File: src/rtl/core/in_order_op_receiver_macros.svh
// Assertion macros used by the receiver RTL.
// Each macro expects clk_i and rst_ni in the scope where it is used.
`ifndef IN_ORDER_OP_RECEIVER_MACROS_SVH
`define IN_ORDER_OP_RECEIVER_MACROS_SVH

`ifndef NO_ASSERTIONS

// Check a condition at every clock edge outside reset.
`define IOOR_ASSERT(lbl, cond) \
  lbl: assert property (@(posedge clk_i) disable iff (!rst_ni) (cond)) \
    else $error("ioor check failed");

// Check that a trigger is followed by a condition in the next cycle.
`define IOOR_ASSERT_NEXT(lbl, trig, cond) \
  lbl: assert property (@(posedge clk_i) disable iff (!rst_ni) (trig) |=> (cond)) \
    else $error("ioor sequence check failed");

`else

`define IOOR_ASSERT(lbl, cond)
`define IOOR_ASSERT_NEXT(lbl, trig, cond)

`endif

`endif

File: src/rtl/core/ioor_pkg.sv
// Types and constants of the in-order operation receiver.
`timescale 1ns / 1ps

package ioor_pkg;

  localparam int unsigned CFG_ADDR_W = 4;
  localparam int unsigned CFG_DATA_W = 32;

  localparam logic [31:0] MAX_OP_VALUE = 32'd99999999;
  localparam logic [7:0]  OPK_ADD      = 8'd1;
  localparam logic [7:0]  OPK_REMOVE   = 8'd2;
  localparam logic        CMD_BEACON   = 1'b0;
  localparam logic [15:0] SENDER_ANY   = 16'd0;
  localparam logic [15:0] TX_SEQ_RESET = 16'd1;

  typedef enum logic [1:0] {
    REG_OWN_ID         = 2'd0,
    REG_ALLOWED_SENDER = 2'd1,
    REG_STREAM_NUMBER  = 2'd2,
    REG_START_OP       = 2'd3
  } cfg_reg_e;

  typedef enum logic [1:0] {
    REPLY_REQUEST = 2'd0,
    REPLY_ACK     = 2'd1,
    REPLY_NACK    = 2'd2
  } reply_kind_e;

  typedef enum logic [2:0] {
    NACK_RECEIVER = 3'd0,
    NACK_STREAM   = 3'd1,
    NACK_INVALID  = 3'd2,
    NACK_GAP      = 3'd3,
    NACK_APPLY    = 3'd4
  } nack_code_e;

  typedef struct packed {
    logic        cmd;
    logic        frame_ok;
    logic [15:0] src_node;
    logic [15:0] dest_id;
    logic [31:0] frame_stream;
    logic [31:0] op_number;
    logic [7:0]  op_kind;
    logic [31:0] op_value;
    logic        apply_ok;
  } frame_t;

  typedef struct packed {
    logic [15:0] own_id;
    logic [15:0] allowed_sender;
    logic [31:0] stream_number;
  } cfg_t;

  typedef struct packed {
    logic        emit;
    logic        apply;
    reply_kind_e kind;
    logic [31:0] op;
    nack_code_e  code;
  } decision_t;

  typedef struct packed {
    reply_kind_e kind;
    logic [15:0] dest;
    logic [15:0] seq;
    logic [31:0] stream;
    logic [31:0] op;
    nack_code_e  code;
  } reply_t;

endpackage

File: src/rtl/core/ioor_frame_if.sv
// Handshake channel carrying one decoded frame.
`timescale 1ns / 1ps

interface ioor_frame_if;
  logic        valid;
  logic        ready;
  logic        cmd;
  logic        frame_ok;
  logic [15:0] src_node;
  logic [15:0] dest_id;
  logic [31:0] frame_stream;
  logic [31:0] op_number;
  logic [7:0]  op_kind;
  logic [31:0] op_value;
  logic        apply_ok;

  modport source (
    output valid, cmd, frame_ok, src_node, dest_id, frame_stream,
           op_number, op_kind, op_value, apply_ok,
    input  ready
  );

  modport sink (
    input  valid, cmd, frame_ok, src_node, dest_id, frame_stream,
           op_number, op_kind, op_value, apply_ok,
    output ready
  );
endinterface

File: src/rtl/core/ioor_reply_if.sv
// Handshake channel carrying one reply item.
`timescale 1ns / 1ps

interface ioor_reply_if;
  logic        valid;
  logic        ready;
  logic [1:0]  reply_kind;
  logic [15:0] reply_dest;
  logic [15:0] reply_seq;
  logic [31:0] reply_stream;
  logic [31:0] reply_op;
  logic [2:0]  nack_code;

  modport source (
    output valid, reply_kind, reply_dest, reply_seq, reply_stream, reply_op, nack_code,
    input  ready
  );

  modport sink (
    input  valid, reply_kind, reply_dest, reply_seq, reply_stream, reply_op, nack_code,
    output ready
  );
endinterface

File: src/rtl/core/ioor_decide.sv
// Frame classification: decides whether a frame is answered and how.
`timescale 1ns / 1ps

module ioor_decide (
  input  ioor_pkg::frame_t    frame_i,
  input  ioor_pkg::cfg_t      cfg_i,
  input  logic [31:0]         last_applied_i,
  output ioor_pkg::decision_t dec_o
);
  import ioor_pkg::*;

  logic [31:0] next_op;
  logic        sender_bad;
  logic        stream_bad;
  logic        op_invalid;
  logic        op_old;

  assign next_op    = last_applied_i + 32'd1;
  assign sender_bad = (cfg_i.allowed_sender != SENDER_ANY) &&
                      (frame_i.src_node != cfg_i.allowed_sender);
  assign stream_bad = frame_i.frame_stream != cfg_i.stream_number;
  assign op_invalid = (frame_i.op_value > MAX_OP_VALUE) ||
                      ((frame_i.op_kind != OPK_ADD) && (frame_i.op_kind != OPK_REMOVE));
  assign op_old     = frame_i.op_number <= last_applied_i;

  always_comb begin
    dec_o.emit  = 1'b0;
    dec_o.apply = 1'b0;
    dec_o.kind  = REPLY_NACK;
    dec_o.op    = next_op;
    dec_o.code  = NACK_RECEIVER;
    if (frame_i.frame_ok) begin
      if (frame_i.cmd == CMD_BEACON) begin
        // Request the next operation when a beacon from an allowed sender on this stream announces newer ones.
        dec_o.emit = !sender_bad && !stream_bad && !op_old;
        dec_o.kind = REPLY_REQUEST;
      end else if (sender_bad) begin
        dec_o.emit = 1'b1;
      end else if (frame_i.dest_id != cfg_i.own_id) begin
        dec_o.emit = 1'b0;
      end else if (stream_bad) begin
        dec_o.emit = 1'b1;
        dec_o.code = NACK_STREAM;
      end else if (op_invalid) begin
        dec_o.emit = 1'b1;
        dec_o.code = NACK_INVALID;
      end else if (op_old) begin
        // Duplicate: acknowledge what is already applied.
        dec_o.emit = 1'b1;
        dec_o.kind = REPLY_ACK;
        dec_o.op   = last_applied_i;
      end else if (frame_i.op_number != next_op) begin
        dec_o.emit = 1'b1;
        dec_o.code = NACK_GAP;
      end else if (!frame_i.apply_ok) begin
        dec_o.emit = 1'b1;
        dec_o.code = NACK_APPLY;
      end else begin
        dec_o.emit  = 1'b1;
        dec_o.apply = 1'b1;
        dec_o.kind  = REPLY_ACK;
        dec_o.op    = frame_i.op_number;
      end
    end
    if (dec_o.kind != REPLY_NACK) begin
      dec_o.code = NACK_RECEIVER;
    end
  end

endmodule

File: src/rtl/core/in_order_op_receiver.sv
// Top level of the in-order operation receiver with cumulative acknowledgement.
// A taken frame is decided in the input register; a replying frame is then loaded into the
// reply register, which drives the output until the sink takes it.
// Throughput: one frame per cycle; the input register drains into the reply register.
// A frame stalls only while a reply waits in the reply register and the sink is not ready.
// Reset: config registers and last applied op clear to zero, outgoing sequence to one.
`timescale 1ns / 1ps
`include "in_order_op_receiver_macros.svh"

module in_order_op_receiver (
  input  logic                            clk_i,
  input  logic                            rst_ni,
  input  logic                            psel,
  input  logic                            penable,
  input  logic                            pwrite,
  input  logic [ioor_pkg::CFG_ADDR_W-1:0] paddr,
  input  logic [ioor_pkg::CFG_DATA_W-1:0] pwdata,
  output logic [ioor_pkg::CFG_DATA_W-1:0] prdata,
  output logic                            pready,
  ioor_frame_if.sink                      frame_i,
  ioor_reply_if.source                    reply_o
);
  import ioor_pkg::*;

  // Configuration registers.
  logic [15:0] own_id_q;
  logic [15:0] allowed_sender_q;
  logic [31:0] stream_number_q;
  logic [31:0] start_op_q;
  cfg_reg_e    cfg_sel;
  logic        cfg_wr;

  // Receiver state.
  logic [31:0] last_applied_q, last_applied_d;
  logic [15:0] tx_seq_q, tx_seq_d;

  // Input register.
  logic        in_valid_q, in_valid_d;
  frame_t      in_frame_q;
  frame_t      in_frame;
  logic        in_take;

  // Reply register.
  logic        out_valid_q, out_valid_d;
  reply_t      out_q;
  logic        out_free;
  logic        out_load;

  cfg_t        cfg;
  decision_t   dec;
  logic        in_done;

  // --------------------------------------------------------------------------
  // Configuration port: write on the access phase, read decode is combinational.
  // --------------------------------------------------------------------------
  assign pready  = 1'b1;
  assign cfg_sel = cfg_reg_e'(paddr[3:2]);
  assign cfg_wr  = psel && penable && pwrite && pready;

  always_comb begin
    unique case (cfg_sel)
      REG_OWN_ID:         prdata = {16'd0, own_id_q};
      REG_ALLOWED_SENDER: prdata = {16'd0, allowed_sender_q};
      REG_STREAM_NUMBER:  prdata = stream_number_q;
      REG_START_OP:       prdata = start_op_q;
      default:            prdata = '0;
    endcase
  end

  always_ff @(posedge clk_i or negedge rst_ni) begin
    if (!rst_ni) begin
      own_id_q         <= '0;
      allowed_sender_q <= '0;
      stream_number_q  <= '0;
      start_op_q       <= '0;
    end else if (cfg_wr) begin
      unique case (cfg_sel)
        REG_OWN_ID:         own_id_q         <= pwdata[15:0];
        REG_ALLOWED_SENDER: allowed_sender_q <= pwdata[15:0];
        REG_STREAM_NUMBER:  stream_number_q  <= pwdata;
        REG_START_OP:       start_op_q       <= pwdata;
        default:            own_id_q         <= own_id_q;
      endcase
    end
  end

  assign cfg.own_id         = own_id_q;
  assign cfg.allowed_sender = allowed_sender_q;
  assign cfg.stream_number  = stream_number_q;

  // --------------------------------------------------------------------------
  // Input register: take a new item while empty or whenever the held one leaves this cycle.
  // --------------------------------------------------------------------------
  assign in_frame.cmd          = frame_i.cmd;
  assign in_frame.frame_ok     = frame_i.frame_ok;
  assign in_frame.src_node     = frame_i.src_node;
  assign in_frame.dest_id      = frame_i.dest_id;
  assign in_frame.frame_stream = frame_i.frame_stream;
  assign in_frame.op_number    = frame_i.op_number;
  assign in_frame.op_kind      = frame_i.op_kind;
  assign in_frame.op_value     = frame_i.op_value;
  assign in_frame.apply_ok     = frame_i.apply_ok;

  ioor_decide u_decide (
    .frame_i        (in_frame_q),
    .cfg_i          (cfg),
    .last_applied_i (last_applied_q),
    .dec_o          (dec)
  );

  // A silent frame always leaves; a replying one needs room in the reply register.
  assign out_free      = !out_valid_q || reply_o.ready;
  assign in_done       = in_valid_q && (!dec.emit || out_free);
  assign frame_i.ready = !in_valid_q || in_done;
  assign in_take       = frame_i.valid && frame_i.ready;
  assign in_valid_d    = in_take || (in_valid_q && !in_done);

  always_ff @(posedge clk_i or negedge rst_ni) begin
    if (!rst_ni) begin
      in_valid_q <= 1'b0;
    end else begin
      in_valid_q <= in_valid_d;
    end
  end

  always_ff @(posedge clk_i) begin
    if (in_take) begin
      in_frame_q <= in_frame;
    end
  end

  // --------------------------------------------------------------------------
  // State update: advance last applied on a clean apply, load it on a start write.
  // --------------------------------------------------------------------------
  assign out_load = in_done && dec.emit;

  always_comb begin
    last_applied_d = last_applied_q;
    if (cfg_wr && (cfg_sel == REG_START_OP)) begin
      last_applied_d = pwdata;
    end else if (in_done && dec.apply) begin
      last_applied_d = in_frame_q.op_number;
    end
  end

  // Every reply takes the current sequence number; wrap at 16 bits.
  assign tx_seq_d = out_load ? tx_seq_q + 16'd1 : tx_seq_q;

  always_ff @(posedge clk_i or negedge rst_ni) begin
    if (!rst_ni) begin
      last_applied_q <= '0;
      tx_seq_q       <= TX_SEQ_RESET;
    end else begin
      last_applied_q <= last_applied_d;
      tx_seq_q       <= tx_seq_d;
    end
  end

  // --------------------------------------------------------------------------
  // Reply register: hold until the sink takes it.
  // --------------------------------------------------------------------------
  assign out_valid_d = out_load || (out_valid_q && !reply_o.ready);

  always_ff @(posedge clk_i or negedge rst_ni) begin
    if (!rst_ni) begin
      out_valid_q <= 1'b0;
    end else begin
      out_valid_q <= out_valid_d;
    end
  end

  always_ff @(posedge clk_i) begin
    if (out_load) begin
      out_q.kind   <= dec.kind;
      out_q.dest   <= in_frame_q.src_node;
      out_q.seq    <= tx_seq_q;
      out_q.stream <= stream_number_q;
      out_q.op     <= dec.op;
      out_q.code   <= dec.code;
    end
  end

  assign reply_o.valid        = out_valid_q;
  assign reply_o.reply_kind   = out_q.kind;
  assign reply_o.reply_dest   = out_q.dest;
  assign reply_o.reply_seq    = out_q.seq;
  assign reply_o.reply_stream = out_q.stream;
  assign reply_o.reply_op     = out_q.op;
  assign reply_o.nack_code    = out_q.code;

  // --------------------------------------------------------------------------
  // Checks.
  // --------------------------------------------------------------------------
  // The counter has moved exactly one past the reply that is held.
  `IOOR_ASSERT(a_seq_after_reply, !out_valid_q || (tx_seq_q == out_q.seq + 16'd1))
  // Outside start writes the last applied op only steps by one.
  `IOOR_ASSERT(a_apply_steps_by_one, cfg_wr || ((last_applied_d - last_applied_q) <= 32'd1))
  // Requests and acks carry no reject code.
  `IOOR_ASSERT(a_nack_code, !out_valid_q || out_q.kind == REPLY_NACK || out_q.code == NACK_RECEIVER)
  // A replying item that leaves the input register shows up at the output.
  `IOOR_ASSERT_NEXT(a_reply_lands, out_load, out_valid_q)

endmodule
File: src/flat_wrapper.sv
// flat-port wrapper written by rule: the top's interface ports become plain ports
module in_order_op_receiver_flat import ioor_pkg::*;
  (clk_i, rst_ni, psel, penable, pwrite, paddr, pwdata, prdata, pready, frame_i_valid, frame_i_cmd, frame_i_frame_ok, frame_i_src_node, frame_i_dest_id, frame_i_frame_stream, frame_i_op_number, frame_i_op_kind, frame_i_op_value, frame_i_apply_ok, frame_i_ready, reply_o_valid, reply_o_reply_kind, reply_o_reply_dest, reply_o_reply_seq, reply_o_reply_stream, reply_o_reply_op, reply_o_nack_code, reply_o_ready);
  ioor_frame_if frame_i_i ();
  ioor_reply_if reply_o_i ();
  input  logic clk_i;
  input  logic rst_ni;
  input  logic psel;
  input  logic penable;
  input  logic pwrite;
  input  logic [ioor_pkg::CFG_ADDR_W-1:0] paddr;
  input  logic [ioor_pkg::CFG_DATA_W-1:0] pwdata;
  output logic [ioor_pkg::CFG_DATA_W-1:0] prdata;
  output logic pready;
  input wire logic [$bits(frame_i_i.valid)-1:0] frame_i_valid;
  input wire logic [$bits(frame_i_i.cmd)-1:0] frame_i_cmd;
  input wire logic [$bits(frame_i_i.frame_ok)-1:0] frame_i_frame_ok;
  input wire logic [$bits(frame_i_i.src_node)-1:0] frame_i_src_node;
  input wire logic [$bits(frame_i_i.dest_id)-1:0] frame_i_dest_id;
  input wire logic [$bits(frame_i_i.frame_stream)-1:0] frame_i_frame_stream;
  input wire logic [$bits(frame_i_i.op_number)-1:0] frame_i_op_number;
  input wire logic [$bits(frame_i_i.op_kind)-1:0] frame_i_op_kind;
  input wire logic [$bits(frame_i_i.op_value)-1:0] frame_i_op_value;
  input wire logic [$bits(frame_i_i.apply_ok)-1:0] frame_i_apply_ok;
  output wire logic [$bits(frame_i_i.ready)-1:0] frame_i_ready;
  output wire logic [$bits(reply_o_i.valid)-1:0] reply_o_valid;
  output wire logic [$bits(reply_o_i.reply_kind)-1:0] reply_o_reply_kind;
  output wire logic [$bits(reply_o_i.reply_dest)-1:0] reply_o_reply_dest;
  output wire logic [$bits(reply_o_i.reply_seq)-1:0] reply_o_reply_seq;
  output wire logic [$bits(reply_o_i.reply_stream)-1:0] reply_o_reply_stream;
  output wire logic [$bits(reply_o_i.reply_op)-1:0] reply_o_reply_op;
  output wire logic [$bits(reply_o_i.nack_code)-1:0] reply_o_nack_code;
  input wire logic [$bits(reply_o_i.ready)-1:0] reply_o_ready;
  assign frame_i_i.valid = frame_i_valid;
  assign frame_i_i.cmd = frame_i_cmd;
  assign frame_i_i.frame_ok = frame_i_frame_ok;
  assign frame_i_i.src_node = frame_i_src_node;
  assign frame_i_i.dest_id = frame_i_dest_id;
  assign frame_i_i.frame_stream = frame_i_frame_stream;
  assign frame_i_i.op_number = frame_i_op_number;
  assign frame_i_i.op_kind = frame_i_op_kind;
  assign frame_i_i.op_value = frame_i_op_value;
  assign frame_i_i.apply_ok = frame_i_apply_ok;
  assign frame_i_ready = frame_i_i.ready;
  assign reply_o_valid = reply_o_i.valid;
  assign reply_o_reply_kind = reply_o_i.reply_kind;
  assign reply_o_reply_dest = reply_o_i.reply_dest;
  assign reply_o_reply_seq = reply_o_i.reply_seq;
  assign reply_o_reply_stream = reply_o_i.reply_stream;
  assign reply_o_reply_op = reply_o_i.reply_op;
  assign reply_o_nack_code = reply_o_i.nack_code;
  assign reply_o_i.ready = reply_o_ready;
  in_order_op_receiver u_core (.clk_i(clk_i), .rst_ni(rst_ni), .psel(psel), .penable(penable), .pwrite(pwrite), .paddr(paddr), .pwdata(pwdata), .prdata(prdata), .pready(pready), .frame_i(frame_i_i), .reply_o(reply_o_i));
endmodule
File: config.mk
export PLATFORM = sky130hd
export DESIGN_NAME = in_order_op_receiver_flat
export DESIGN_NICKNAME = d
export VERILOG_FILES = /design/src/rtl/core/ioor_pkg.sv /design/src/rtl/core/ioor_frame_if.sv /design/src/rtl/core/ioor_reply_if.sv /design/src/rtl/core/ioor_decide.sv /design/src/rtl/core/in_order_op_receiver.sv /design/src/flat_wrapper.sv
export VERILOG_INCLUDE_DIRS = /design/src /design/src/rtl/core
export SDC_FILE = /design/constraint.sdc
export NUM_CORES = 1
export LEC_CHECK = 0
export BUFFER_PORTS_ARGS = -buffer_cell sky130_fd_sc_hd__buf_2
export CAP_MARGIN = 20
export CORE_UTILIZATION = 55
export DETAILED_ROUTE_END_ITERATION = 7
export GPL_TIMING_DRIVEN = 0
export HOLD_SLACK_MARGIN = 0.15
export MAX_ROUTING_LAYER = met4
export PLACE_DENSITY_LB_ADDON = 0.08
export SETUP_SLACK_MARGIN = 0.1
export SYNTH_ARGS = -nofsm -noshare
export SYNTH_HDL_FRONTEND = slang
export SYNTH_SLANG_ARGS = --single-unit
File: constraint.sdc
create_clock -name clk_i -period 10.4 [get_ports clk_i]
set_input_delay 2.08 -clock clk_i [delete_from_list [all_inputs] [get_ports clk_i]]
set_output_delay 2.08 -clock clk_i [all_outputs]
set_load 0.01 [all_outputs]
==> results of run 1 <==
-- routing by layer --
layer | vias to the layer above | track usage, % | wire length [um]
met4 | 0 | 10.1 | 1270
met5 | - | - | 0
met2 | 518 | 50.9 | 24000
li1 | 5830 | - | -
met1 | 6273 | 43.5 | 21500
met3 | 82 | 5.45 | 3660
-- power groups by stage --
stage	Sequential, mW	Combinational, mW	Clock, mW
2_1_floorplan	1.94	0.463	0
3_3_place_gp	1.99	0.682	0
3_5_place_dp	1.99	0.703	0
4_1_cts	1.96	0.710	1.42
5_1_grt	1.98	0.779	1.48
6_report	1.96	0.712	1.40
-- worst max-delay path by stage --
stage	end	slack [ns]	startpoint
2_1_floorplan	u_core.in_frame_q[0]$_DFFE_PP_	4.41	u_core.last_applied_q[8]$_DFFE_PN0P_
3_3_place_gp	u_core.in_frame_q[36]$_DFFE_PP_	2.38	u_core.last_applied_q[8]$_DFFE_PN0P_
3_5_place_dp	prdata[8]	4.21	paddr[2]
4_1_cts	frame_i_ready	3.99	u_core.last_applied_q[9]$_DFFE_PN0P_
5_1_grt	frame_i_ready	3.67	u_core.last_applied_q[9]$_DFFE_PN0P_
6_report	frame_i_ready	3.90	u_core.last_applied_q[9]$_DFFE_PN0P_
-- cell usage in the layout, fill, tap and decap left out, types with 6 or more instances in the layout --
master	count
nor2b_1	19
and4_1	10
a211oi_1	8
and3_1	10
xnor2_1	29
mux4_2	16
and2_1	6
xor2_1	95
o211ai_1	31
a21oi_1	31
a31oi_1	12
nor4_1	41
nor2_1	32
ha_1	34
nand2_1	180
or4_1	7
buf_2	323
nor3_1	24
nand3_1	65
clkbuf_16	42
a21o_1	7
o21ai_0	19
clkbuf_8	7
mux2i_1	22
dfrtp_1	145
buf_1	7
mux2_2	67
nand4_1	44
inv_1	43
edfxtp_1	232
o31ai_1	6
clkbuf_1	51
-- state kept, by name, summed over array words and instances, names as in the netlist, 2 cells and up --
signal,cells
u_core.in_frame_q,131
u_core.reply_o.reply_seq,16
u_core.last_applied_q,32
u_core.reply_o.nack_code,3
u_core.reply_o.reply_op,32
u_core.stream_number_q,32
u_core.own_id_q,16
u_core.start_op_q,32
u_core.reply_o.reply_dest,16
u_core.allowed_sender_q,16
u_core.reply_o.reply_kind,2
u_core.reply_o.reply_stream,32
u_core.tx_seq_q,16
-- cell type report --
class | count | area, um^2
multi-input combinational | 890 | 6360
timing repair buffer | 310 | 1650
clock inverter | 9 | 101
fill | 2342 | 10000
inverter | 44 | 168
tap | 396 | 495
antenna | 4 | 10.0
sequential | 378 | 10600
buffer | 64 | 279
clock buffer | 65 | 1210
-- kinds of logic after synthesis --
kind of cell               count (synthesis)  share of synthesized area (%)
and+or+nand+nor                          466                           13.6
DFF                                      378                           61.0
AOI/OAI and AO/OA                        160                           6.47
xor gates and xnor gates                 124                           6.23
buffers and inverters                    108                           2.55
muxes                                    105                           7.66
adders and majority gates                 34                           2.44
other                                      1                         0.0215
-- worst reg2reg max path: cells and delay by family (launching register included) --
kind / cells / cell delay (ns)
DFF: 1 / 0.36
buffers and inverters: 5 / 1.79
AOI/OAI and AO/OA: 4 / 1.40
and+or+nand+nor: 3 / 1.16
adders and majority gates: 1 / 0.32
==> impl_metrics.toml, run 1 <==
[status]
outcome = "finished, violations left"
violations = "design-rule violations"

[setup_path]
path_cells = "clkbuf_1, inv_1, ha_1, nand4_1, or4_1, a21o_1, a41o_1, a21o_1, o31ai_1, nand3_1, buf_2"
regToRegEndpoint = "u_core.reply_o.reply_stream[28]$_DFFE_PP_"
ff2ff_path_depth = 13
worst-path-max-fanout = 10
timing.rr.start = "u_core.last_applied_q[9]$_DFFE_PN0P_"
arrival_ns = 4.42
critical_path_class = "flip-flop to output port"
crit_buf_inv = 3
crit_path_end_kind = "output port"
cp.required_ns = 8.32
rrSetupSlack_ns = 4.93
cp_top_family = "compound AO/OA/AOI/OAI gates"
crit_cells = 11
worstSetupStartpointType = "flip-flop"
critPathMaxStageDelay_ns = 0.71
cp_slowest_cell = "o31ai_1"
crit_top_cell = "a21o_1"

[layout]
fin_util_pct = 67.6
drive_gt1_share_pct = 27.9
area_growth_pct = 19.9
final_nets = 1944
postLayoutCellArea_um2 = 20900
stdcell_count = 2160

[clock_tree]
cts_tree = "yes"
h-tree-depth = 2
cts_root_buf = "clkbuf_16"
cts.sinks = 378
post-cts-setup-buffers = 0
cts_buffer_depth = 3
clkLatencyLatePin_ns = 0.55
path_clk_slew_ns = 0.06
cts_made_buffers = 40
cts-resized-gates = 0
ctsHoldBuffers = 0

[yosys]
yosys.cell_types.count = 76
ys_ff_latch = 378
synth_enable_flop_cells = 232
synth_area_leaders = "edfxtp_1 (40%), dfrtp_1 (21%), xor2_1 (4.8%)"
yosys_warnings = 0
synth_top_cell_area_share_pct = 40.0
yosysMostFrequentCell = "edfxtp_1"
yosysTopAreaCell = "edfxtp_1"
synth_area_um2 = 17400
syn-instance-count = 1376
synth_ff_type = "edfxtp_1"
yosysSeqAreaShare_pct = 61.0
syn_avg_cell_area_um2 = 12.7
synth_nets = 1592
synth_top_cells_by_count = "edfxtp_1 (232), nand2_1 (180), dfrtp_1 (145)"
async_flop_share_pct = 38.6

[floorplan]
dieHeight_um = 180
die_x_um = 180
dieArea_um2 = 32400
io_pins = 318
row_count = 64
core_um2 = 30900
start_util_pct = 56.4

[hold_path]
holdPathEnd = "u_core.reply_o.reply_seq[14]$_DFFE_PP_"
worstHoldPathCells = 0
hold_path_class = "flip-flop to flip-flop"
worstHoldStart = "u_core.tx_seq_q[14]$_DFFE_PN0P_"

[placed_design]
hpwlAfterDp_mm = 37.7
portBuffers = 304
place_congestion = 0.952
place_area_um2 = 19600
pre_cts_ws_ns = 4.21
dp.cells = 2082

[sta]
fin_crit_ns = 6.50
max_freq_mhz = 154
min_period_over_period_pct = 62.5
layout_setup_ws_ns = 3.90
holdWs_ns = 0.461
setup_viol = 0
slew_headroom_pct = 33.5
tns_ns = 0
rsz0062_at_grt = "no"
slew_viol_final = 0
worst_slew_pin_slew_ns = 0.988
fin_skew_ns = 0.0257
finalHoldViolations = 0

[global_routing]
grt_max_degree = 76
grt_pass1_wl_mm = 76.4
grt_overflow = 0
grt_usage_pct = 32.4
grt_antenna_before_repair = 4
grt_pass1_vias = 12585

[detailed_routing]
drc_errors = 18
detail_route.first_pass.iterations = 8
dr_total_vias = 12703
vias_per_cell = 5.88
wirelength_mm = 50.4
first_iter_violations = 1102
antenna_left = 0
wire_per_inst_um = 23.3

[power]
pwr-share-seq_pct = 48.2
pwr-share-comb_pct = 17.5
switching_share_pct = 28.1
power_density_nw_per_um2 = 195
p_leak_nw = 8.81
max-vdd-ir-drop_mv = 0.157
p_int_mw = 2.93
pwr-share-clk_pct = 34.4
switchingPower_mw = 1.14
p_total_mw = 4.08

[run]
cap_violations = 0
Power figures use the tool's default switching activity.
==> run 2: changes to the inputs <==
--- a/config.mk
+++ b/config.mk
@@ -8,7 +8,7 @@
 export LEC_CHECK = 0
 export BUFFER_PORTS_ARGS = -buffer_cell sky130_fd_sc_hd__buf_2
 export CAP_MARGIN = 20
-export CORE_UTILIZATION = 55
+export CORE_UTILIZATION = 51
 export DETAILED_ROUTE_END_ITERATION = 7
 export GPL_TIMING_DRIVEN = 0
 export HOLD_SLACK_MARGIN = 0.15
==> constraint.sdc (replaced) <==
create_clock -name clk_i -period 5.6 [get_ports clk_i]
set_input_delay 1.12 -clock clk_i [delete_from_list [all_inputs] [get_ports clk_i]]
set_output_delay 1.12 -clock clk_i [all_outputs]
set_load 0.01 [all_outputs]
==> run 2 against run 1 <==
Compared with the run above:
- the flow now finishes without violations
- via count is 0.35% higher
- final cell count increased by 2.7%
- largest cell class unchanged
- clock skew fell by 0.0051 ns
- clock-buffer cell count decreased by 8
- worst hold slack worse by 0.0097 ns
- critical path depth unchanged
- clock power grew 82%
- total power rose by 84%
- highest routed layer unchanged
- wire length grew 1.9%
- design area up 0.27%
==> impl_metrics.toml, run 2 (synthesis gave the netlist of run 1 again) <==
[status]
outcome = "complete, no violations"

[clock_tree]
cts_made_buffers = 40
cts_tree = "yes"
post-cts-setup-buffers = 0
path_clk_slew_ns = 0.06
cts_buffer_depth = 3
cts_root_buf = "clkbuf_16"
clkLatencyLatePin_ns = 0.57
cts.sinks = 378
h-tree-depth = 2

[run]
cap_violations = 0

[layout]
drive_gt1_share_pct = 28.1
final_nets = 1946
fin_util_pct = 62.5
layout_commonest_cell = "buf_2"
regMostFlops = "u_core.in_frame_q"
final_cell_mix = "buf_2 (323), edfxtp_1 (232), nand2_1 (180), dfrtp_1 (145), xor2_1 (95)"
nFillCells = 2690
largest_reg_flops = 131
area_growth_pct = 20.2

[floorplan]
io_pins = 318
start_util_pct = 52.0
dieHeight_um = 187
core_um2 = 33500
row_count = 67
die_x_um = 187
dieArea_um2 = 34900

[power]
pwr-share-clk_pct = 33.9
p_leak_nw = 8.79
power_density_nw_per_um2 = 359
max-vdd-ir-drop_mv = 0.253
pwr-share-comb_pct = 17.6
switching_share_pct = 28.2
p_total_mw = 7.52
pwr-share-seq_pct = 48.4
p_int_mw = 5.40
switchingPower_mw = 2.12

[hold_path]
hold_path_class = "flip-flop to flip-flop"

[detailed_routing]
detail_route.first_pass.iterations = 5
dr_total_vias = 12748
wl_met2_mm = 23.9
m1WireLength_mm = 21.9
wirelength_mm = 51.4
vias_per_cell = 5.74
drc_errors = 0
wire_per_inst_um = 23.1
first_iter_violations = 983
wl_met3_mm = 4.17
antenna_left = 0
maxUsedRoutingLayer = "met4"

[sta]
max_freq_mhz = 195
slew_viol_final = 0
worst_slew_pin_slew_ns = 1.02
slew_headroom_pct = 31.6
min_period_over_period_pct = 91.4
rsz0062_at_grt = "no"
finalHoldViolations = 0
tns_ns = 0
fin_crit_ns = 5.12
fin_skew_ns = 0.0205
setup_viol = 0

[setup_path]
worst-path-max-fanout = 10
worstSetupStartpointType = "flip-flop"
critical_path_class = "flip-flop to output port"
crit_end = "frame_i_ready"
arrival_ns = 4.00
regToRegEndpoint = "u_core.reply_o.reply_op[28]$_DFFE_PP_"
crit_path_end_kind = "output port"
ff2ff_path_depth = 11
startpoint = "u_core.last_applied_q[8]$_DFFE_PN0P_"
timing.rr.start = "u_core.last_applied_q[0]$_DFFE_PN0P_"
cp.required_ns = 4.48
rrSetupSlack_ns = 0.48

[global_routing]
grt_max_degree = 77
grt_overflow = 0
grt_antenna_before_repair = 10
grt_usage_pct = 30.4
grt_pass1_vias = 12550
grt_pass1_wl_mm = 75.9

[placed_design]
portBuffers = 304
hpwlAfterDp_mm = 38.6
place_congestion = 0.912
## run 2: power groups by stage
stage	registers (mW)	logic [mW]	clock network [mW]
after floorplan	3.59	0.860	0
after global placement	3.68	1.27	0
after detailed placement	3.69	1.31	0
after CTS	3.64	1.32	2.60
after global routing	3.67	1.45	2.71
final	3.64	1.32	2.55
## run 2: worst max-delay path: stages, from the launching register on
cell and delay [ns]:
dfrtp_1 0.43, buf_1 0.44, inv_1 0.09, ha_1 0.30
nand4_1 0.10, or4_1 0.60, a21o_1 0.19, a41o_1 0.24
a21o_1 0.28, o31ai_4 0.39, nand3_1 0.19, buf_2 0.18
## run 2: worst min-delay path by stage
stage                                              to  depth (start not counted)                             from  slack (ns)
6_report       u_core.reply_o.reply_seq[14]$_DFFE_PP_                          0  u_core.tx_seq_q[14]$_DFFE_PN0P_        0.45
4_1_cts        u_core.reply_o.reply_seq[14]$_DFFE_PP_                          0  u_core.tx_seq_q[14]$_DFFE_PN0P_        0.45
5_1_grt        u_core.reply_o.reply_seq[14]$_DFFE_PP_                          0  u_core.tx_seq_q[14]$_DFFE_PN0P_        0.47
3_5_place_dp   u_core.reply_o.reply_seq[14]$_DFFE_PP_                          0  u_core.tx_seq_q[14]$_DFFE_PN0P_        0.44
3_3_place_gp   u_core.reply_o.reply_seq[14]$_DFFE_PP_                          0  u_core.tx_seq_q[14]$_DFFE_PN0P_        0.44
2_1_floorplan  u_core.reply_o.reply_seq[14]$_DFFE_PP_                          0  u_core.tx_seq_q[14]$_DFFE_PN0P_        0.42
## run 2: final cells by class
class	instances	area (um^2)	area share (%)
timing repair buffer	311	1660	7.94
buffer	64	280	1.34
tap	448	561	2.68
sequential	378	10600	50.7
clock inverter	16	135	0.645
timing repair inverter	1	5.00	0.0239
inverter	44	169	0.806
multi-input combinational	890	6370	30.4
clock buffer	57	1120	5.33
antenna	10	25.0	0.119
## run 2: layer usage
layer / track usage [%] / vias up
met1: 40.1 / 6273
met4: 10.4 / 0
met5: - / -
met2: 46.6 / 528
li1: - / 5863
met3: 7.05 / 84
## run 2: repair_timing
| action | CTS | global route |
|---|---|---|
| setup endpoints to repair | 1 | 73 |
| resized for setup | 1 | 3 |
| hold buffers | 0 | 0 |
| gates cloned | 0 | 1 |
## run 2: stage by stage
| step | hold WS, ns | instances | setup WS [ns] | area, um^2 |
|---|---|---|---|---|
| after floorplan | 0.425 | 1376 | 0.772 | 17400 |
| after global placement | 0.437 | 2128 | -0.932 | 19500 |
| after detailed placement | 0.436 | 2135 | 0.170 | 19700 |
| after CTS | 0.452 | 2208 | 0.349 | 20900 |
| after global routing | 0.465 | 2219 | 0.0997 | 20900 |
| final | 0.451 | 2219 | 0.481 | 20900 |
==> run 3: changes to the inputs <==
--- a/config.mk
+++ b/config.mk
@@ -8,6 +8,7 @@
 export LEC_CHECK = 0
 export BUFFER_PORTS_ARGS = -buffer_cell sky130_fd_sc_hd__buf_2
 export CAP_MARGIN = 20
+export CORE_MARGIN = 2
 export CORE_UTILIZATION = 51
 export DETAILED_ROUTE_END_ITERATION = 7
 export GPL_TIMING_DRIVEN = 0
==> run 3 against run 2 <==
Compared with the run above:
- die area rose by 2.2%
- core utilization up 0.13 points
- critical path depth down 1
- critical path type is now flip-flop to flip-flop
==> impl_metrics.toml, run 3 (synthesis gave the netlist of run 1 again) <==
[floorplan]
row_count = 67
io_pins = 318
dieArea_um2 = 35700
start_util_pct = 51.8
dieHeight_um = 189
die_x_um = 189
core_um2 = 33600

[layout]
drive_gt1_share_pct = 28.3
regMostFlops = "u_core.in_frame_q"
nFillCells = 2674
register_area_um2 = 10600
area_growth_pct = 20.8
final_cell_mix = "buf_2 (323), edfxtp_1 (232), nand2_1 (180), dfrtp_1 (145), xor2_1 (95)"
fin_util_pct = 62.6
layout_commonest_cell = "buf_2"
postLayoutCellArea_um2 = 21000
final_nets = 1947
largest_reg_flops = 131
multi_input_comb_area_um2 = 6370

[setup_path]
worst-path-max-fanout = 9
cp_top_family = "simple AND/OR/NAND/NOR gates"
path_cells = "ha_1, nand4_1, nor4_4, a31oi_1, a311oi_1, nand4_1, nor4_2, nand4_1, and3_1, a211o_1"
cp.required_ns = 5.88
regToRegEndpoint = "u_core.reply_o.reply_op[9]$_DFFE_PP_"
worstSetupStartpointType = "flip-flop"
rrSetupSlack_ns = 0.38
crit_buf_inv = 0
crit_top_cell = "nand4_1"
critPathMaxStageDelay_ns = 0.66
timing.rr.start = "u_core.last_applied_q[0]$_DFFE_PN0P_"
cp_slowest_cell = "nand4_1"
ff2ff_path_depth = 10
crit_path_end_kind = "flip-flop"
critical_path_class = "flip-flop to flip-flop"
arrival_ns = 5.50

[detailed_routing]
vias_per_cell = 5.74
wire_per_inst_um = 23.0
detail_route.first_pass.iterations = 7
drc_errors = 0
first_iter_violations = 912
wirelength_mm = 51.2
dr_total_vias = 12760
antenna_left = 0

[global_routing]
grt_max_degree = 95
grt_pass1_vias = 12487
grt_usage_pct = 29.9
grt_util_met3_pct = 5.70
busiest_layer = "met2"
grtUsageMet2_pct = 45.8
grt_overflow = 0
use_met1_pct = 40.4
grt_antenna_before_repair = 10
grt_pass1_wl_mm = 77.1

[clock_tree]
h-tree-depth = 2
cts_buffer_depth = 3
clkLatencyLatePin_ns = 0.56
post-cts-setup-buffers = 0
cts_made_buffers = 41
ctsHoldBuffers = 0
cts.sinks = 378
cts_tree = "yes"
cts_root_buf = "clkbuf_16"
path_clk_slew_ns = 0.06

[sta]
fin_crit_ns = 5.22
rsz0062_at_grt = "no"
max_freq_mhz = 192
tns_ns = 0
finalHoldViolations = 0
worst_slew_pin_slew_ns = 0.919
slew_headroom_pct = 38.2
min_period_over_period_pct = 93.2
slew_viol_final = 0
fin_skew_ns = 0.0330
setup_viol = 0

[power]
p_leak_nw = 8.84
power_density_nw_per_um2 = 364
max-vdd-ir-drop_mv = 0.299
p_total_mw = 7.66

[status]
outcome = "complete, no violations"

[hold_path]
hold_path_class = "flip-flop to flip-flop"
worstHoldPathCells = 1
worstHoldStart = "u_core.tx_seq_q[15]$_DFFE_PN0P_"
holdPathEnd = "u_core.tx_seq_q[15]$_DFFE_PN0P_"

[run]
cap_violations = 0

[placed_design]
place_area_um2 = 19600
portBuffers = 304
hpwlAfterDp_mm = 38.4
place_congestion = 0.949
==> run 3: cell types whose count changed in the layout (fill, tap and decap cells not counted) <==
| cell | before | now |
|---|---|---|
| clkbuf_1 | 47 | 50 |
| clkinv_1 | 7 | 2 |
| inv_6 | 3 | 1 |
| clkinv_2 | 3 | 4 |
| buf_4 | 3 | 2 |
| clkbuf_8 | 3 | 7 |
| clkbuf_16 | 41 | 44 |
| buf_12 | 2 | 3 |
| buf_16 | 3 | 2 |
==> run 3: through the flow <==
stage / hold WS [ns] / setup slack, ns / std cells
after floorplan: 0.425 / 0.772 / 1376
after global placement: 0.455 / -0.959 / 2128
after detailed placement: 0.458 / 0.0950 / 2134
after CTS: 0.472 / 0.314 / 2210
after global routing: 0.483 / 0.214 / 2222
final: 0.466 / 0.378 / 2222
==> run 3: where the power goes <==
part           switching, mW  internal [mW]
logic                  0.738          0.584
clock network           1.08           1.62
registers              0.310           3.33
==> run 3: cell type report <==
class / count / share of cell area [%]
Timing Repair Buffer: 311 / 7.86
Clock buffer: 66 / 5.96
Timing Repair inverter: 1 / 0.0238
Antenna cell: 10 / 0.119
Inverter: 44 / 0.803
Multi-Input combinational cell: 890 / 30.3
Tap cell: 448 / 2.66
Buffer: 64 / 1.33
Sequential cell: 378 / 50.5
Clock inverter: 10 / 0.494
==> run 3: repair_timing <==
action / 4_1_cts / 5_1_grt
gates cloned: 0 / 1
pin swaps: 0 / 0
setup endpoints to repair: 20 / 67
resized for setup: 1 / 1
==> run 3: how the worst max path moves through the flow <==
| stage | startpoint | to | depth (start not counted) |
|---|---|---|---|
| final | u_core.last_applied_q[0]$_DFFE_PN0P_ | u_core.reply_o.reply_op[9]$_DFFE_PP_ | 10 |
| after CTS | u_core.last_applied_q[8]$_DFFE_PN0P_ | frame_i_ready | 11 |
| after global routing | u_core.last_applied_q[12]$_DFFE_PN0P_ | u_core.reply_o.reply_seq[3]$_DFFE_PP_ | 12 |
| after global placement | u_core.last_applied_q[12]$_DFFE_PN0P_ | u_core.reply_o.reply_stream[24]$_DFFE_PP_ | 12 |
| after floorplan | u_core.last_applied_q[8]$_DFFE_PN0P_ | u_core.reply_o.nack_code[0]$_SDFFCE_PP0P_ | 12 |
| after detailed placement | u_core.last_applied_q[8]$_DFFE_PN0P_ | u_core.reply_o.reply_stream[24]$_DFFE_PP_ | 13 |
==> run 3: layer usage <==
layer	share of wire, %	vias to the layer above
li1	-	5850
met2	47	458
met4	2.9	0
met1	44	6360
met3	6.3	92
met5	0	-
